## config.mk

```make
export PLATFORM = sky130hd
export DESIGN_NAME = tts_mul
export DESIGN_NICKNAME = d
export VERILOG_FILES = /design/src/hw/rtl/tts_pkg.sv /design/src/hw/rtl/tts_mul.sv
export SDC_FILE = /design/constraint.sdc
export NUM_CORES = 2
export LEC_CHECK = 0
export BUFFER_PORTS_ARGS = -buffer_cell sky130_fd_sc_hd__buf_2
export CAP_MARGIN = 25
export CELL_PAD_IN_SITES_DETAIL_PLACEMENT = 1
export CELL_PAD_IN_SITES_GLOBAL_PLACEMENT = 1
export CORE_AREA = 10 10 299 301
export CTS_CLUSTER_SIZE = 14
export DETAILED_ROUTE_END_ITERATION = 8
export DIE_AREA = 0 0 309 311
export PLACE_DENSITY = 0.9
export SLEW_MARGIN = 40
export SYNTH_ARGS = -nofsm -noshare
export SYNTH_HDL_FRONTEND = slang
export SYNTH_SLANG_ARGS = --single-unit
```

## constraint.sdc

```tcl
create_clock -name clk -period 8.9 [get_ports clk]
set_input_delay 0.89 -clock clk [delete_from_list [all_inputs] [get_ports clk]]
set_output_delay 0.89 -clock clk [all_outputs]
set_load 0.01 [all_outputs]
```

## src/hw/rtl/tts_pkg.sv

```systemverilog
// Shared types, constants and state encodings for the triangle tangent-space block.
// Depends on nothing; every other file in hw/rtl imports it.
package tts_pkg;

    // Vertex coordinate width (signed Q16.16) and output unit format (Q1.14).
    localparam int COORD_WIDTH    = 32;
    localparam int UNIT_FRAC_BITS = 14;
    localparam int UNIT_W         = 16;

    // Derived datapath widths.
    localparam int DIFF_W    = COORD_WIDTH + 1;
    localparam int PROD_W    = 2 * DIFF_W;
    localparam int WIDE_W    = PROD_W + 1;
    localparam int NORM_BITS = 30;
    localparam int SUM_W     = 2 * NORM_BITS + 4;
    localparam int LEN_W     = NORM_BITS + 2;
    localparam int NUM_W     = NORM_BITS + UNIT_FRAC_BITS + 1;
    localparam int CNT_W     = $clog2(NUM_W + 1);

    // Product sequence: fourteen for the determinant and raw vectors,
    // six more for the cross product.
    localparam int STEP_W        = 5;
    localparam int STEP_RAW_LAST = 13;
    localparam int STEP_CROSS    = 14;
    localparam int STEP_LAST     = 19;
    localparam int PAIRS         = 10;

    typedef logic signed [COORD_WIDTH-1:0] coord_t;
    typedef logic signed [DIFF_W-1:0]      diff_t;
    typedef logic signed [PROD_W-1:0]      prod_t;
    typedef logic signed [WIDE_W-1:0]      wide_t;
    typedef logic signed [UNIT_W-1:0]      unit_t;

    typedef enum logic [2:0] {
        S_IDLE,
        S_MUL,
        S_NGO,
        S_NWAIT,
        S_OUT
    } top_state_t;

    typedef enum logic [2:0] {
        N_IDLE,
        N_SHIFT,
        N_SQ,
        N_ROOT,
        N_DLOAD,
        N_DIV,
        N_DONE
    } norm_state_t;

    typedef enum logic [1:0] {
        VSEL_TAN,
        VSEL_BIN,
        VSEL_NRM
    } vsel_t;

    typedef struct packed {
        logic start;
    } norm_ctrl_t;

    typedef struct packed {
        logic done;
        logic zero;
    } norm_stat_t;

endpackage

```

## src/hw/rtl/tts_mul.sv

```systemverilog
// Shared signed multiplier with a registered product.
// Depends on tts_pkg for operand and product widths.
module tts_mul
    import tts_pkg::*;
(
    input  logic  clk,
    input  logic  en,
    input  diff_t op_a,
    input  diff_t op_b,
    output prod_t prod
);

    prod_t prod_reg;

    // One product per enabled cycle, held until the next.
    always_ff @(posedge clk)
    begin
        if (en)
        begin
            prod_reg <= op_a * op_b;
        end
    end

    assign prod = prod_reg;

endmodule

```

## After elaboration in Yosys (flattened, before gate mapping)

Index checks and enable logic that the tools add are counted.

| operators by class | value |
|---|---|
| multipliers | 1 |

Operators by type and width:

| cell | count |
|---|---|
| 33-bit by 33-bit multiplier with 66-bit output | 1 |

| storage, ports and cells | value |
|---|---|
| bits in registers | 66 |
| output and inout port bits | 66 |
| logic and storage cells | 2 |

## Depth between registers and ports, before layout

| depth | value |
|---|---|
| depth after elaboration | 1 |
| depth in mapped cells | 27 |
| depth with buffers taken out | 26 |

## Worst setup path after synthesis

OpenSTA, ideal clock, no wires.

| path | value |
|---|---|
| path type | input to register |
| start point | in op_a[32] |
| end point | reg prod_reg[62] (netlist: prod[62]) (data pin) |
| arrival | 7,986 ps |
| required time | 8,631 ps |
| path slack | 645 ps |
| stages on the path | 23 |
| path through | clkbuf_1 nand2_1 inv_1 fa_1 fa_1 fa_1 fa_1 fa_1 fa_1 fa_1 inv_1 fa_1 inv_1 ha_1 clkbuf_1 and3_1 nand3_1 nand2b_1 a2111oi_4 a211oi_4 a21o_2 a211oi_2 a211oi_2 |

| between the ends | value |
|---|---|
| word-level cells in the longest chain between the ends | 1 |

Ends and longest elaborated chain:

| element | RTL line | text |
|---|---|---|
| from (decl) | tts_mul.sv:8 | `input diff_t op_a,` |
| 33-bit by 33-bit multiplier with 66-bit output | tts_mul.sv:20 | `prod_reg <= op_a * op_b;` |
| to (signal assigned) | tts_mul.sv:20 |  |
| to (decl) | tts_mul.sv:13 | `prod_t prod_reg;` |

Every way passes these cells.
A chain may end at the register's enable or synchronous reset.

## Worst setup path after layout

| path | value |
|---|---|
| start point | in op_b[10] |
| end point | reg prod_reg[58] (netlist: prod[58]) (data pin) |

| between the ends | value |
|---|---|
| word-level cells in the longest chain between the ends | 1 |

Ends and longest elaborated chain:

| element | RTL line | text |
|---|---|---|
| from (decl) | tts_mul.sv:9 | `input diff_t op_b,` |
| 33-bit by 33-bit multiplier with 66-bit output | tts_mul.sv:20 |  |

Every way passes these cells.

==> reports/metrics.yaml <==
outcome:
  run_status: "finished clean"
yosys:
  sequential_to_total_area_share_from_yosys_stat: 0.0479
  yosys.area_share.xor_xnor: 0.0144
  synth_top_cells_by_area: "fa_1 (55%), inv_1 (10%), and2_1 (8.5%), ha_1 (6.6%), nand2_1 (5.0%)"
  netlist-cell-type-count: 80
  syn-cell-area_sq_um: 41400
  syn-num-nets: 5768
  synth-compound-area-share: 0.0400
  synth_top_area_share: 0.554
  postSynth.topFlopCell: "edfxtp_1"
  synth_largest_area_cell: "fa_1"
  async_reset_ff_frac: 0
  area_share_of_and_or_nand_nor_cells_after_synthesis: 0.155
  largest_family_of_logic_cells_by_synthesized_area: "adder cells"
  synth.avg_cell_area_sq_um: 9.54
  synth_edf_count: 66
  netlist_instances: 4338
  synth_adder_area_share: 0.619
  muxShareOfSynthArea: 0
  synth-warning-count: 0
  postSynthRegisterBits: 66
placed_design:
  hpwlAfterDp_um: 123000
  portBuffers: 133
  placed_area_sq_um: 43200
  finalWeightedCongestion: 0.930
global_routing:
  grtUsageTotal: 0.321
  overflow: 0
  grt_pass1_wl_um: 231000
  number_of_global_route_vias_before_repair: 39800
  grt_start_max_net_pins: 61
  antenna_found_initial: 13
detailed_routing:
  detail_route.vias_per_cell: 5.85
  wl_um: 150000
  routed_wire_length_per_instance_um: 27.6
  drtPass1Iterations: 7
  drt_drc_violations_left: 0
  ant_nets: 0
  drt_first_iter_violations: 2188
  routed-via-count: 31800
setup_path:
  required_ps: 8970
  critPathArrivalTime_ps: 8830
  cp-start-kind: "input port"
  critPathKind: "in -> reg"
  worstPathMaxFanout: 21
  worst_setup_path_end_kind: "flop"
finish:
  syn_to_final_growth_pct: 5.18
  final_net_count: 5772
  layout-drive-gt1-share: 0.0619
  largest_reg_flops: 66
  final_common_cell: "fa_1"
  most_frequent_cells_in_the_layout: "fa_1 (1144), inv_1 (1130), and2_1 (562)"
  final_design_area_no_fill_sq_um: 43500
timing:
  timing.final.crit_period_ps: 8760
  fmaxAchievable_mhz: 114
  setup_viol_count_final: 0
  slew_margin_rel: 0.407
  drv_slew: 0
  post-route-period-util: 0.984
  finalHoldViolCount: 0
  transition_time_of_the_tightest_slew_check_pin_ps: 890
min_path:
  cell_count_of_the_worst_hold_path: 1
  worst_hold_path_type: "in -> reg"
  min-delay-start: "en"
  hold-path-endpoint: "prod[63]$_DFFE_PP_"
clocking:
  count_of_hold_fix_buffers_inserted_at_cts: 0
  cts_tree: "yes"
  cts_max_path_buffers: 2
  cts.sinks: 66
  root_buffer: "clkbuf_16"
  cts_max_level: 3
  num_cts_buffers: 9
  clk_pin_slew_ps: 60
floorplanning:
  fp.dieH_um: 311
  core_region_area_sq_um: 83300
  ios: 134
  core.rowCount: 106
  initial_utilization: 0.497
  floorplan.die.width_um: 309
  die-area_sq_um: 96100
flow_run:
  maxCapViolations: 0
stage by stage:
stage                     hold WS [ps]   util  setup slack (ps)  TNS [ps]  cells
after floorplan                   1000      -               645         0   4338
after global placement            1260  0.519               246         0   5411
after detailed placement          1260  0.519              -220      -535   5411
after CTS                          890  0.522              89.8         0   5427
after global routing               901  0.522             -3.43     -3.43   5431
final                              904  0.523               140         0   5441
repair_timing:
action / in CTS / in global routing
gates resized for setup: 0 / 6
buffers inserted: 0 / 0
endpoints found under the setup margin: 0 / 3
how the worst max path moves through the flow:
| stage | start | end | slack, ps | cells after the start |
|---|---|---|---|---|
| 6_report | op_b[10] | prod[58]$_DFFE_PP_ | 140 | 23 |
| 5_1_grt | op_b[14] | prod[62]$_DFFE_PP_ | -3 | 21 |
| 4_1_cts | op_a[17] | prod[58]$_DFFE_PP_ | 90 | 22 |
| 3_5_place_dp | op_a[17] | prod[58]$_DFFE_PP_ | -220 | 22 |
| 3_3_place_gp | op_b[11] | prod[53]$_DFFE_PP_ | 250 | 24 |
| 2_1_floorplan | op_a[32] | prod[62]$_DFFE_PP_ | 640 | 23 |
routing by layer:
| metal | wire length, um | track usage | vias up | part of all wire |
|---|---|---|---|---|
| li1 | - | - | 12400 | - |
| met1 | 46100 | 0.317 | 16700 | 0.31 |
| met2 | 76900 | 0.554 | 1855 | 0.51 |
| met3 | 10600 | 0.0704 | 887 | 0.070 |
| met4 | 16300 | 0.297 | 4 | 0.11 |
| met5 | 34 | 0 | - | 0.00023 |
layout make-up:
type,count,area [sq um]
antenna,14,35.0
clock buffer,9,225
clock inverter,7,53.8
fill,9468,39800
inverter,1131,4250
multi-input combinational,2920,34300
sequential,66,1980
tap,1080,1350
timing repair buffer,214,1330
cell families after synthesis:
family          Yosys count
compound gates          219
xor+xnor                 68
fa+ha+maj              1362
buf+inv                1352
flops                    66
simple gates           1271
synthesized netlist by cell type (11+ instances only):
cell type and number:
edfxtp_1 66, xor2_1 25, nand4_1 11, buf_2 11
fa_1 1145, ha_1 217, nand2_1 551, xnor2_1 43
o21ai_0 25, nand3_1 25, clkbuf_1 208, a21o_1 36
nand2b_1 12, a21oi_1 57, o21bai_1 11, and2_1 562
nor2_1 68, inv_1 1131
critical path, cell delays in order:
cell and delay, ps:
buf_2 230, buf_4 380, nand2_1 140, fa_1 520, fa_1 590, fa_1 630
inv_1 80, fa_1 500, fa_1 600, fa_1 440, fa_1 500, inv_1 60
fa_1 620, inv_1 80, ha_1 380, a21oi_1 420, o211ai_1 190, a22oi_1 390
nor2_1 130, a211oi_4 470, a21oi_2 150, nor4b_2 300, a311oi_1 90
Power is not shown: default switching activity piles up to over one toggle a cycle in this logic, so the estimate is an artifact.
