==> src/hw/rtl/tts_pkg.sv <==
// Shared types, constants and state encodings for the triangle tangent-space block.
// Depends on nothing; every other file in hw/rtl imports it.
package tts_pkg;

    // Vertex coordinate width (signed Q16.16) and output unit format (Q1.14).
    localparam int COORD_WIDTH    = 32;
    localparam int UNIT_FRAC_BITS = 14;
    localparam int UNIT_W         = 16;

    // Derived datapath widths.
    localparam int DIFF_W    = COORD_WIDTH + 1;
    localparam int PROD_W    = 2 * DIFF_W;
    localparam int WIDE_W    = PROD_W + 1;
    localparam int NORM_BITS = 30;
    localparam int SUM_W     = 2 * NORM_BITS + 4;
    localparam int LEN_W     = NORM_BITS + 2;
    localparam int NUM_W     = NORM_BITS + UNIT_FRAC_BITS + 1;
    localparam int CNT_W     = $clog2(NUM_W + 1);

    // Product sequence: fourteen for the determinant and raw vectors,
    // six more for the cross product.
    localparam int STEP_W        = 5;
    localparam int STEP_RAW_LAST = 13;
    localparam int STEP_CROSS    = 14;
    localparam int STEP_LAST     = 19;
    localparam int PAIRS         = 10;

    typedef logic signed [COORD_WIDTH-1:0] coord_t;
    typedef logic signed [DIFF_W-1:0]      diff_t;
    typedef logic signed [PROD_W-1:0]      prod_t;
    typedef logic signed [WIDE_W-1:0]      wide_t;
    typedef logic signed [UNIT_W-1:0]      unit_t;

    typedef enum logic [2:0] {
        S_IDLE,
        S_MUL,
        S_NGO,
        S_NWAIT,
        S_OUT
    } top_state_t;

    typedef enum logic [2:0] {
        N_IDLE,
        N_SHIFT,
        N_SQ,
        N_ROOT,
        N_DLOAD,
        N_DIV,
        N_DONE
    } norm_state_t;

    typedef enum logic [1:0] {
        VSEL_TAN,
        VSEL_BIN,
        VSEL_NRM
    } vsel_t;

    typedef struct packed {
        logic start;
    } norm_ctrl_t;

    typedef struct packed {
        logic done;
        logic zero;
    } norm_stat_t;

endpackage

==> src/hw/rtl/tts_norm.sv <==
// Iterative vector normaliser: magnitude scaling, sum of squares, bitwise square
// root and restoring division, one step per cycle. Depends on tts_pkg.
module tts_norm
    import tts_pkg::*;
(
    input  logic       clk,
    input  logic       rst_n,
    input  norm_ctrl_t ctrl,
    input  wide_t      vec_in [3],
    output norm_stat_t stat,
    output unit_t      unit_out [3]
);

    localparam logic [NUM_W-1:0] ONE_Q = NUM_W'(1) << UNIT_FRAC_BITS;

    norm_state_t state_reg, state_next;

    logic [WIDE_W-1:0] mag_reg [3];
    logic              neg_reg [3];
    logic [1:0]        idx_reg;
    logic [SUM_W-1:0]  acc_reg;
    logic [SUM_W-1:0]  x_reg;
    logic [SUM_W-1:0]  r_reg;
    logic [SUM_W-1:0]  bit_reg;
    logic [LEN_W-1:0]  rem_reg;
    logic [NUM_W-1:0]  num_reg;
    logic [CNT_W-1:0]  cnt_reg;
    logic              zero_reg;
    unit_t             out_reg [3];

    logic                   big;
    logic                   allz;
    logic [NORM_BITS-1:0]   s_sel;
    logic [2*NORM_BITS-1:0] sq;
    logic [SUM_W-1:0]       acc_sum;
    logic [SUM_W-1:0]       trial;
    logic                   root_ge;
    logic [LEN_W:0]         rem_sh;
    logic [LEN_W:0]         rem_sub;
    logic                   div_ge;
    logic [NUM_W-1:0]       q_fin;
    logic [NUM_W-1:0]       q_clamp;
    unit_t                  q_unit;

    // Step arithmetic shared by every state.
    always_comb
    begin
        big     = (|mag_reg[0][WIDE_W-1:NORM_BITS]) | (|mag_reg[1][WIDE_W-1:NORM_BITS])
                | (|mag_reg[2][WIDE_W-1:NORM_BITS]);
        allz    = (mag_reg[0] == '0) && (mag_reg[1] == '0) && (mag_reg[2] == '0);
        s_sel   = mag_reg[idx_reg][NORM_BITS-1:0];
        sq      = s_sel * s_sel;
        acc_sum = acc_reg + SUM_W'(sq);
        trial   = r_reg + bit_reg;
        root_ge = x_reg >= trial;
        rem_sh  = {rem_reg, num_reg[NUM_W-1]};
        div_ge  = rem_sh >= {1'b0, r_reg[LEN_W-1:0]};
        rem_sub = rem_sh - {1'b0, r_reg[LEN_W-1:0]};
        q_fin   = {num_reg[NUM_W-2:0], div_ge};
        q_clamp = (q_fin > ONE_Q) ? ONE_Q : q_fin;
        q_unit  = neg_reg[idx_reg] ? -unit_t'(q_clamp[UNIT_W-1:0])
                                   : unit_t'(q_clamp[UNIT_W-1:0]);
    end

    // Next state.
    always_comb
    begin
        state_next = state_reg;
        case (state_reg)
            N_IDLE:
            begin
                if (ctrl.start)
                begin
                    state_next = N_SHIFT;
                end
            end
            N_SHIFT:
            begin
                if (!big)
                begin
                    state_next = allz ? N_DONE : N_SQ;
                end
            end
            N_SQ:
            begin
                if (idx_reg == 2'd2)
                begin
                    state_next = N_ROOT;
                end
            end
            N_ROOT:
            begin
                if (bit_reg[0])
                begin
                    state_next = N_DLOAD;
                end
            end
            N_DLOAD:
            begin
                state_next = N_DIV;
            end
            N_DIV:
            begin
                if (cnt_reg == CNT_W'(1))
                begin
                    state_next = (idx_reg == 2'd2) ? N_DONE : N_DLOAD;
                end
            end
            N_DONE:
            begin
                state_next = N_IDLE;
            end
            default:
            begin
                state_next = N_IDLE;
            end
        endcase
    end

    // Outputs.
    always_comb
    begin
        stat.done = (state_reg == N_DONE);
        stat.zero = zero_reg;
        for (int i = 0; i < 3; i++)
        begin
            unit_out[i] = out_reg[i];
        end
    end

    always_ff @(posedge clk or negedge rst_n)
    begin
        if (!rst_n)
        begin
            state_reg <= N_IDLE;
        end
        else
        begin
            state_reg <= state_next;
        end
    end

    // Datapath registers.
    always_ff @(posedge clk)
    begin
        case (state_reg)
            N_IDLE:
            begin
                if (ctrl.start)
                begin
                    for (int i = 0; i < 3; i++)
                    begin
                        neg_reg[i] <= vec_in[i][WIDE_W-1];
                        mag_reg[i] <= vec_in[i][WIDE_W-1] ? -vec_in[i] : vec_in[i];
                        out_reg[i] <= '0;
                    end
                    zero_reg <= 1'b0;
                end
            end
            N_SHIFT:
            begin
                if (big)
                begin
                    for (int i = 0; i < 3; i++)
                    begin
                        mag_reg[i] <= mag_reg[i] >> 1;
                    end
                end
                else if (allz)
                begin
                    zero_reg <= 1'b1;
                end
                else
                begin
                    acc_reg <= '0;
                    idx_reg <= 2'd0;
                end
            end
            N_SQ:
            begin
                acc_reg <= acc_sum;
                if (idx_reg == 2'd2)
                begin
                    x_reg   <= acc_sum;
                    r_reg   <= '0;
                    bit_reg <= SUM_W'(1) << (SUM_W - 2);
                    idx_reg <= 2'd0;
                end
                else
                begin
                    idx_reg <= idx_reg + 2'd1;
                end
            end
            N_ROOT:
            begin
                if (root_ge)
                begin
                    x_reg <= x_reg - trial;
                    r_reg <= (r_reg >> 1) + bit_reg;
                end
                else
                begin
                    r_reg <= r_reg >> 1;
                end
                bit_reg <= bit_reg >> 2;
            end
            N_DLOAD:
            begin
                num_reg <= (NUM_W'(s_sel) << UNIT_FRAC_BITS) + NUM_W'(r_reg[LEN_W-1:1]);
                rem_reg <= '0;
                cnt_reg <= CNT_W'(NUM_W);
            end
            N_DIV:
            begin
                rem_reg <= div_ge ? rem_sub[LEN_W-1:0] : rem_sh[LEN_W-1:0];
                num_reg <= q_fin;
                cnt_reg <= cnt_reg - CNT_W'(1);
                if (cnt_reg == CNT_W'(1))
                begin
                    out_reg[idx_reg] <= q_unit;
                    idx_reg          <= idx_reg + 2'd1;
                end
            end
            default:
            begin
            end
        endcase
    end

endmodule

==> config.mk <==
export PLATFORM = sky130hd
export DESIGN_NAME = tts_norm
export DESIGN_NICKNAME = d
export VERILOG_FILES = /design/src/hw/rtl/tts_pkg.sv /design/src/hw/rtl/tts_norm.sv
export SDC_FILE = /design/constraint.sdc
export NUM_CORES = 2
export LEC_CHECK = 0
export ABC_AREA = 1
export BUFFER_PORTS_ARGS = -buffer_cell sky130_fd_sc_hd__buf_4
export CAP_MARGIN = 0
export CORE_UTILIZATION = 47
export CTS_CLUSTER_DIAMETER = 150
export CTS_CLUSTER_SIZE = 8
export DETAILED_ROUTE_END_ITERATION = 16
export GPL_ROUTABILITY_DRIVEN = 1
export SETUP_SLACK_MARGIN = 0.3
export SLEW_MARGIN = 20
export SYNTH_ARGS = -nofsm -noshare
export SYNTH_HDL_FRONTEND = slang
export SYNTH_SLANG_ARGS = --single-unit
==> constraint.sdc <==
create_clock -name clk -period 10.95 [get_ports clk]
set_clock_uncertainty 0.05 [all_clocks]
set_input_delay 1.095 -clock clk [delete_from_list [all_inputs] [get_ports clk]]
set_output_delay 1.095 -clock clk [all_outputs]
set_load 0.005 [all_outputs]
# Word level (Yosys, flattened, before mapping)
# Memories as Yosys holds them, arrays and structs flattened. A register that Yosys moved wholly into a read port is not among the register bits.
# Index checks and enable logic that the tools add are counted.
# word_totals
ram_bits	252
memories	3
elab_cells	125
inputBits	204
reg_bits	345
# memory_table
memory	words	width	read_ports	rd_clocked_by_memory_dff	wr	line	source
mag_reg	3	67	4	1	3	tts_norm.sv:18	logic [WIDE_W-1:0] mag_reg [3];
out_reg	3	16	3	0	3	tts_norm.sv:29	unit_t out_reg [3];
neg_reg	3	1	1	1	3	tts_norm.sv:19	logic neg_reg [3];
# op_classes
magnitude_cmp	3
multipliers	1
reduce_logical	21
bitwise_logic	5
n_mux	54
addsub	12
n_eq_ne	16
# op_table
cell	count
case mux 64 bit (2 select lines)	4
2-to-1 mux 64 bit	7
2-to-1 mux 67 bit	6
zero test 67 bit	3
negator 67 bit	3
OR reduction 37 bit	3
case mux 45 bit (2 select lines)	1
adder 63 x 64 -> 64 bit	1
adder 64 x 60 -> 64 bit	1
adder 64 bit	1
>= comparator 64 bit	1
case mux 32 bit (2 select lines)	1
subtractor 64 bit	1
multiplier 30 x 30 -> 60 bit	1
2-to-1 mux 16 bit	3
adder 44 x 31 -> 45 bit	1
> comparator 45 x 15 -> 1 bit (second input constant)	1
>= comparator 33 x 32 -> 1 bit	1
2-to-1 mux 32 bit	1
subtractor 32 bit	1
2-to-1 mux 3 bit	6
case mux 3 bit (6 select lines)	1
2-to-1 mux 2 bit	8
inequality test 2 bit (second input constant)	8
other kinds (22)	47

# Longest topological paths before layout
# An unclocked memory read counts as a cell.
# logic_depth
word_depth	8
mapped_depth	40

# Worst setup path after synthesis
# No wires, ideal clock.
# synth_path
path_type	register to register
from	reg r_reg[18]
to	reg x_reg[0], enable pin
synth_period_minus_slack_ns	8.807
arrival_ns	8.191
setup_time_ns	0.565
path_stages_with_launch	24
setup_slack_ns	2.143
path_cell_list	edfxtp_1 ha_1 nand2_1 o21ai_0 nand2_1 o21ai_0 nand2_1 o211ai_1 nand2_1 nand3_1 nand2_1 o21ai_2 a22oi_1 xor2_1 ha_1 nand2_1 nor3_1 nand2_1 nor4_4 nand3_1 nand3_4 nor2_4 buf_6 nor3_1
# synth_between
elab_chain_cells	4
# synth_rtl
item	line	source
start, declared	tts_norm.sv:23	logic [SUM_W-1:0] r_reg;
start signal, assigned	tts_norm.sv:199	r_reg <= (r_reg >> 1) + bit_reg;
start signal, assigned	tts_norm.sv:203	r_reg <= r_reg >> 1;
adder 64 bit	tts_norm.sv:54	trial = r_reg + bit_reg;
>= comparator 64 bit	tts_norm.sv:55	root_ge = x_reg >= trial;
inequality test 2 bit (no source line)	n/a	
AND reduction 3 bit (no source line)	n/a	
end signal, assigned	tts_norm.sv:184	x_reg <= acc_sum;
end signal, assigned	tts_norm.sv:198	x_reg <= x_reg - trial;
end, declared	tts_norm.sv:22	logic [SUM_W-1:0] x_reg;
# Every way passes these cells.
# A chain may end at the register's enable or synchronous reset.

==> parameters.txt <==
Parameter                              Value

STA
  Slew Limit Headroom ... a little under a quarter
  Final worst path period share ... 95.1%
  Final Worst Setup Slack ... 0.532 ns
  Final-report hold violation count ... 0
  Setup TNS Final ... 0 ns
  Slew @ Worst Pin ... 1.14 ns
  Setup repair after global routing missed its margin ... true
  Finish-stage setup viols ... 0
  Total count of max-transition violations in the final report ... 0
  Final worst path period need ... around 10 ns
  Hold WS ... about 0.17 ns
  Maximum frequency from static timing analysis ... 96.0 MHz

Global routing
  Pin count of the biggest net entering global routing ... between 150 and 200
  Vias in the first global route ... 61499
  Remaining global-route overflow ... 0
  Combined global-route utilization of all metal layers ... between 30% and 40%
  Initial antenna violation count ... 8
  First-pass GRT wire length ... about 400000 um

Routing
  Highest metal layer with signal wires ... met5
  Residual DRC count ... 0
  Routed length on met2 ... about 120000 um
  Average wire per cell in the routed design ... about 24 um
  Average vias per placed instance ... 5.60
  Number of iterations in the first detailed-routing pass ... 6
  WL met1 ... approximately 120000 um
  Wirelength, routed ... roughly 270000 um
  Number of DRC markers after the initial detailed-route iteration ... between 6000 and 7000
  Post-route antenna net violation count ... 0
  Total length of routed met3 wires ... between 20000 and 25000 um
  Total number of vias ... between 60000 and 70000

Critical path
  Nature of the critical path startpoint ... register
  Start-to-end type of the worst setup path ... register to register
  Kind of end point of the critical path ... register
  Crit path max fanout ... 55
  Critical Path RT ... 11.32 ns
  Arrival time of data at the critical path endpoint ... approximately 11 ns

Logic synthesis
  Library cell with the highest instance count after synthesis ... sky130_fd_sc_hd__inv_1
  Cell types with the largest area share after synthesis ... sky130_fd_sc_hd__edfxtp_1 24%, sky130_fd_sc_hd__fa_1 21%, sky130_fd_sc_hd__inv_1 9.2%
  Yosys top cell by area ... sky130_fd_sc_hd__edfxtp_1
  Gate count of the mapped netlist ... between 8000 and 9000
  Post-synth cell types ... 78
  Portion of the post-synthesis area used by sequential elements ... about a quarter
  Synth top cells by count ... 1728 x sky130_fd_sc_hd__inv_1, 1513 x sky130_fd_sc_hd__nand2_1, 1152 x sky130_fd_sc_hd__nor2_1, 752 x sky130_fd_sc_hd__fa_1, 644 x sky130_fd_sc_hd__o21ai_0
  Number of synthesized flops with an enable pin ... 562
  Async S/R FF share, synth ... 0.529%
  Primary flip-flop cell chosen by synthesis mapping ... sky130_fd_sc_hd__edfxtp_1
  Count of state elements after synthesis ... between 500 and 600
  Yosys top cell area share ... between 20% and 30%
  Post-synthesis average cell area ... between 7 and 8 um2
  Post-synth net total ... 10322
  Number of warning messages in the yosys log ... 0
  Mapped cell area ... 0.0708 mm2

Final layout
  Proportion of layout cells with a drive suffix above 1 ... under 10%
  Final Non-Filler Cells ... 11168
  Flip-flop count of the largest register after layout ... around 200
  Layout Area Growth over Synthesis ... 9.23%
  Count of filler cells inserted in the layout ... roughly 15000
  Number of nets in the layout ... roughly 11000

CTS
  Max H-tree Level ... 3
  Clock tree from TritonCTS ... done
  Maximum clock path buffer count ... 3
  Reg clk slew, reported paths ... about 0.060 ns
  Buffer cell driving the clock tree root ... sky130_fd_sc_hd__clkbuf_16
  CTS Buf Count ... between 80 and 90
  Total number of clock tree sinks ... 567
  Hold buffer count at cts ... 0
  Clk_lat worst skew ... just over 0.7 ns

Run status
  Result of the run ... finished clean

Floorplanning
  Area of the core ... between 0.1 and 0.15 mm2
  Vert. Die Dim ... 390 um
  Die area ... around 0.15 mm2
  I/O pin total ... ~250
  Std-Cell Rows ... 142
  Width of the die ... ~390 um
  Initial core utilization ... between 40% and 50%

Placement
  Final RePlAce weighted congestion ... 0.981
  Pre-CTS worst setup slack ... 0.400 ns
  Port Buffers ... roughly 250
  Detailed-placement wirelength estimate ... between 200000 and 250000 um
  Number of placed cells counting well taps ... between 10000 and 15000

Job
  Max-cap violations ... 0

Min path
  Type of the most critical hold path ... input pin to async pin
-- area by class of cell --
| class | count | area, um2 | share of cell area [%] |
|---|---|---|---|
| Timing Repair Buffer | 342 | 2580 | 3.34 |
| Sequential cell | 567 | 17000 | 22.0 |
| Antenna cell | 3 | 7.51 | 0.00971 |
| Clock buffer | 101 | 2120 | 2.75 |
| Clock inverter | 8 | 191 | 0.248 |
| Inverter | 1749 | 6570 | 8.50 |
| Tap cell | 2016 | 2520 | 3.26 |
| Multi-Input combinational cell | 6382 | 46300 | 59.9 |
-- through the flow --
step	utilization, %	area, um2
3_3_place_gp	50.1	74900
6_report	51.7	77300
5_1_grt	51.7	77300
4_1_cts	51.6	77200
2_1_floorplan	-	70800
3_5_place_dp	50.1	74900
-- final timing paths --
| kind | endpoint | slack, ns | depth (start not counted) |
|---|---|---|---|
| max | x_reg[58]$_DFFE_PP_ | 0.53 | 25 |
| max in group asynchronous | state_reg[2]$_DFFE_PN0P_ | 10.54 | 1 |
| min | state_reg[1]$_DFFE_PN0P_ | 0.17 | 1 |
| min reg2reg | num_reg[15]$_DFFE_PN_ | 0.48 | 2 |
| min in group clk | num_reg[15]$_DFFE_PN_ | 0.48 | 2 |
| max reg2reg | x_reg[58]$_DFFE_PP_ | 0.53 | 25 |
-- critical path: stages (launching register included) --
cell	delay (ns)
sky130_fd_sc_hd__dfxtp_1	0.54
sky130_fd_sc_hd__inv_4	0.33
sky130_fd_sc_hd__o21ai_2	0.86
sky130_fd_sc_hd__inv_1	0.66
sky130_fd_sc_hd__buf_4	0.38
sky130_fd_sc_hd__nor2_1	0.21
sky130_fd_sc_hd__inv_1	0.09
sky130_fd_sc_hd__fa_1	0.51
sky130_fd_sc_hd__inv_1	0.06
sky130_fd_sc_hd__fa_1	0.48
sky130_fd_sc_hd__fa_1	0.59
sky130_fd_sc_hd__fa_1	0.45
sky130_fd_sc_hd__fa_1	0.49
sky130_fd_sc_hd__fa_1	0.52
sky130_fd_sc_hd__fa_1	0.42
sky130_fd_sc_hd__ha_1	0.29
sky130_fd_sc_hd__ha_1	0.41
sky130_fd_sc_hd__nand2_1	0.18
sky130_fd_sc_hd__nor2_1	0.21
sky130_fd_sc_hd__nand4_1	0.32
sky130_fd_sc_hd__nor4_1	0.96
sky130_fd_sc_hd__nand3_1	0.50
sky130_fd_sc_hd__nand3_1	0.21
sky130_fd_sc_hd__nand2_1	0.06
sky130_fd_sc_hd__nand2_1	0.22
sky130_fd_sc_hd__o21ai_0	0.11
-- placed cells by master (no fill, tap or decap), drive strengths merged, types with 14 or more instances in the layout --
cell type and count:
inv 1742, nand2 1529, nor2 1164, fa 752, o21ai 713, edfxtp 562
ha 448, a21oi 433, buf 342, nand3 296, xor2 214, xnor2 164
nor4 113, nor3 112, clkbuf 101, nand4 85, a31oi 62, o211ai 53
or2 48, a21o 32, o21bai 29, o21a 22, nand3b 17, clkinv 14
-- cell families (layout without fill, tap and decap cells) --
kind of cell / Yosys count / in the layout / synth area share, %
XOR/XNOR: 378 / 378 / 4.68
adder cells (fa/ha/maj): 1200 / 1200 / 29.2
flip-flops: 567 / 567 / 24.0
buffers and inverters: 1969 / 2200 / 10.7
other: 0 / 3 / 0
AND/OR/NAND/NOR: 3382 / 3382 / 20.2
AO/OA/AOI/OAI: 1422 / 1422 / 11.2
-- layer usage --
metal  up-vias  track usage [%]
li1      28977                -
met1     30657             49.6
met2      2521             54.2
met3       426             5.58
met4        10             12.5
met5         -                0
-- what timing repair did --
| action | in CTS | in global routing |
|---|---|---|
| gates resized for setup | 0 | 3 |
| setup buffers | 0 | 0 |
| endpoints found under the setup margin | 0 | 11 |
Power is left out: the tool's default activity adds up to more than one toggle a clock period on the data nets, which glitch-free logic cannot reach.
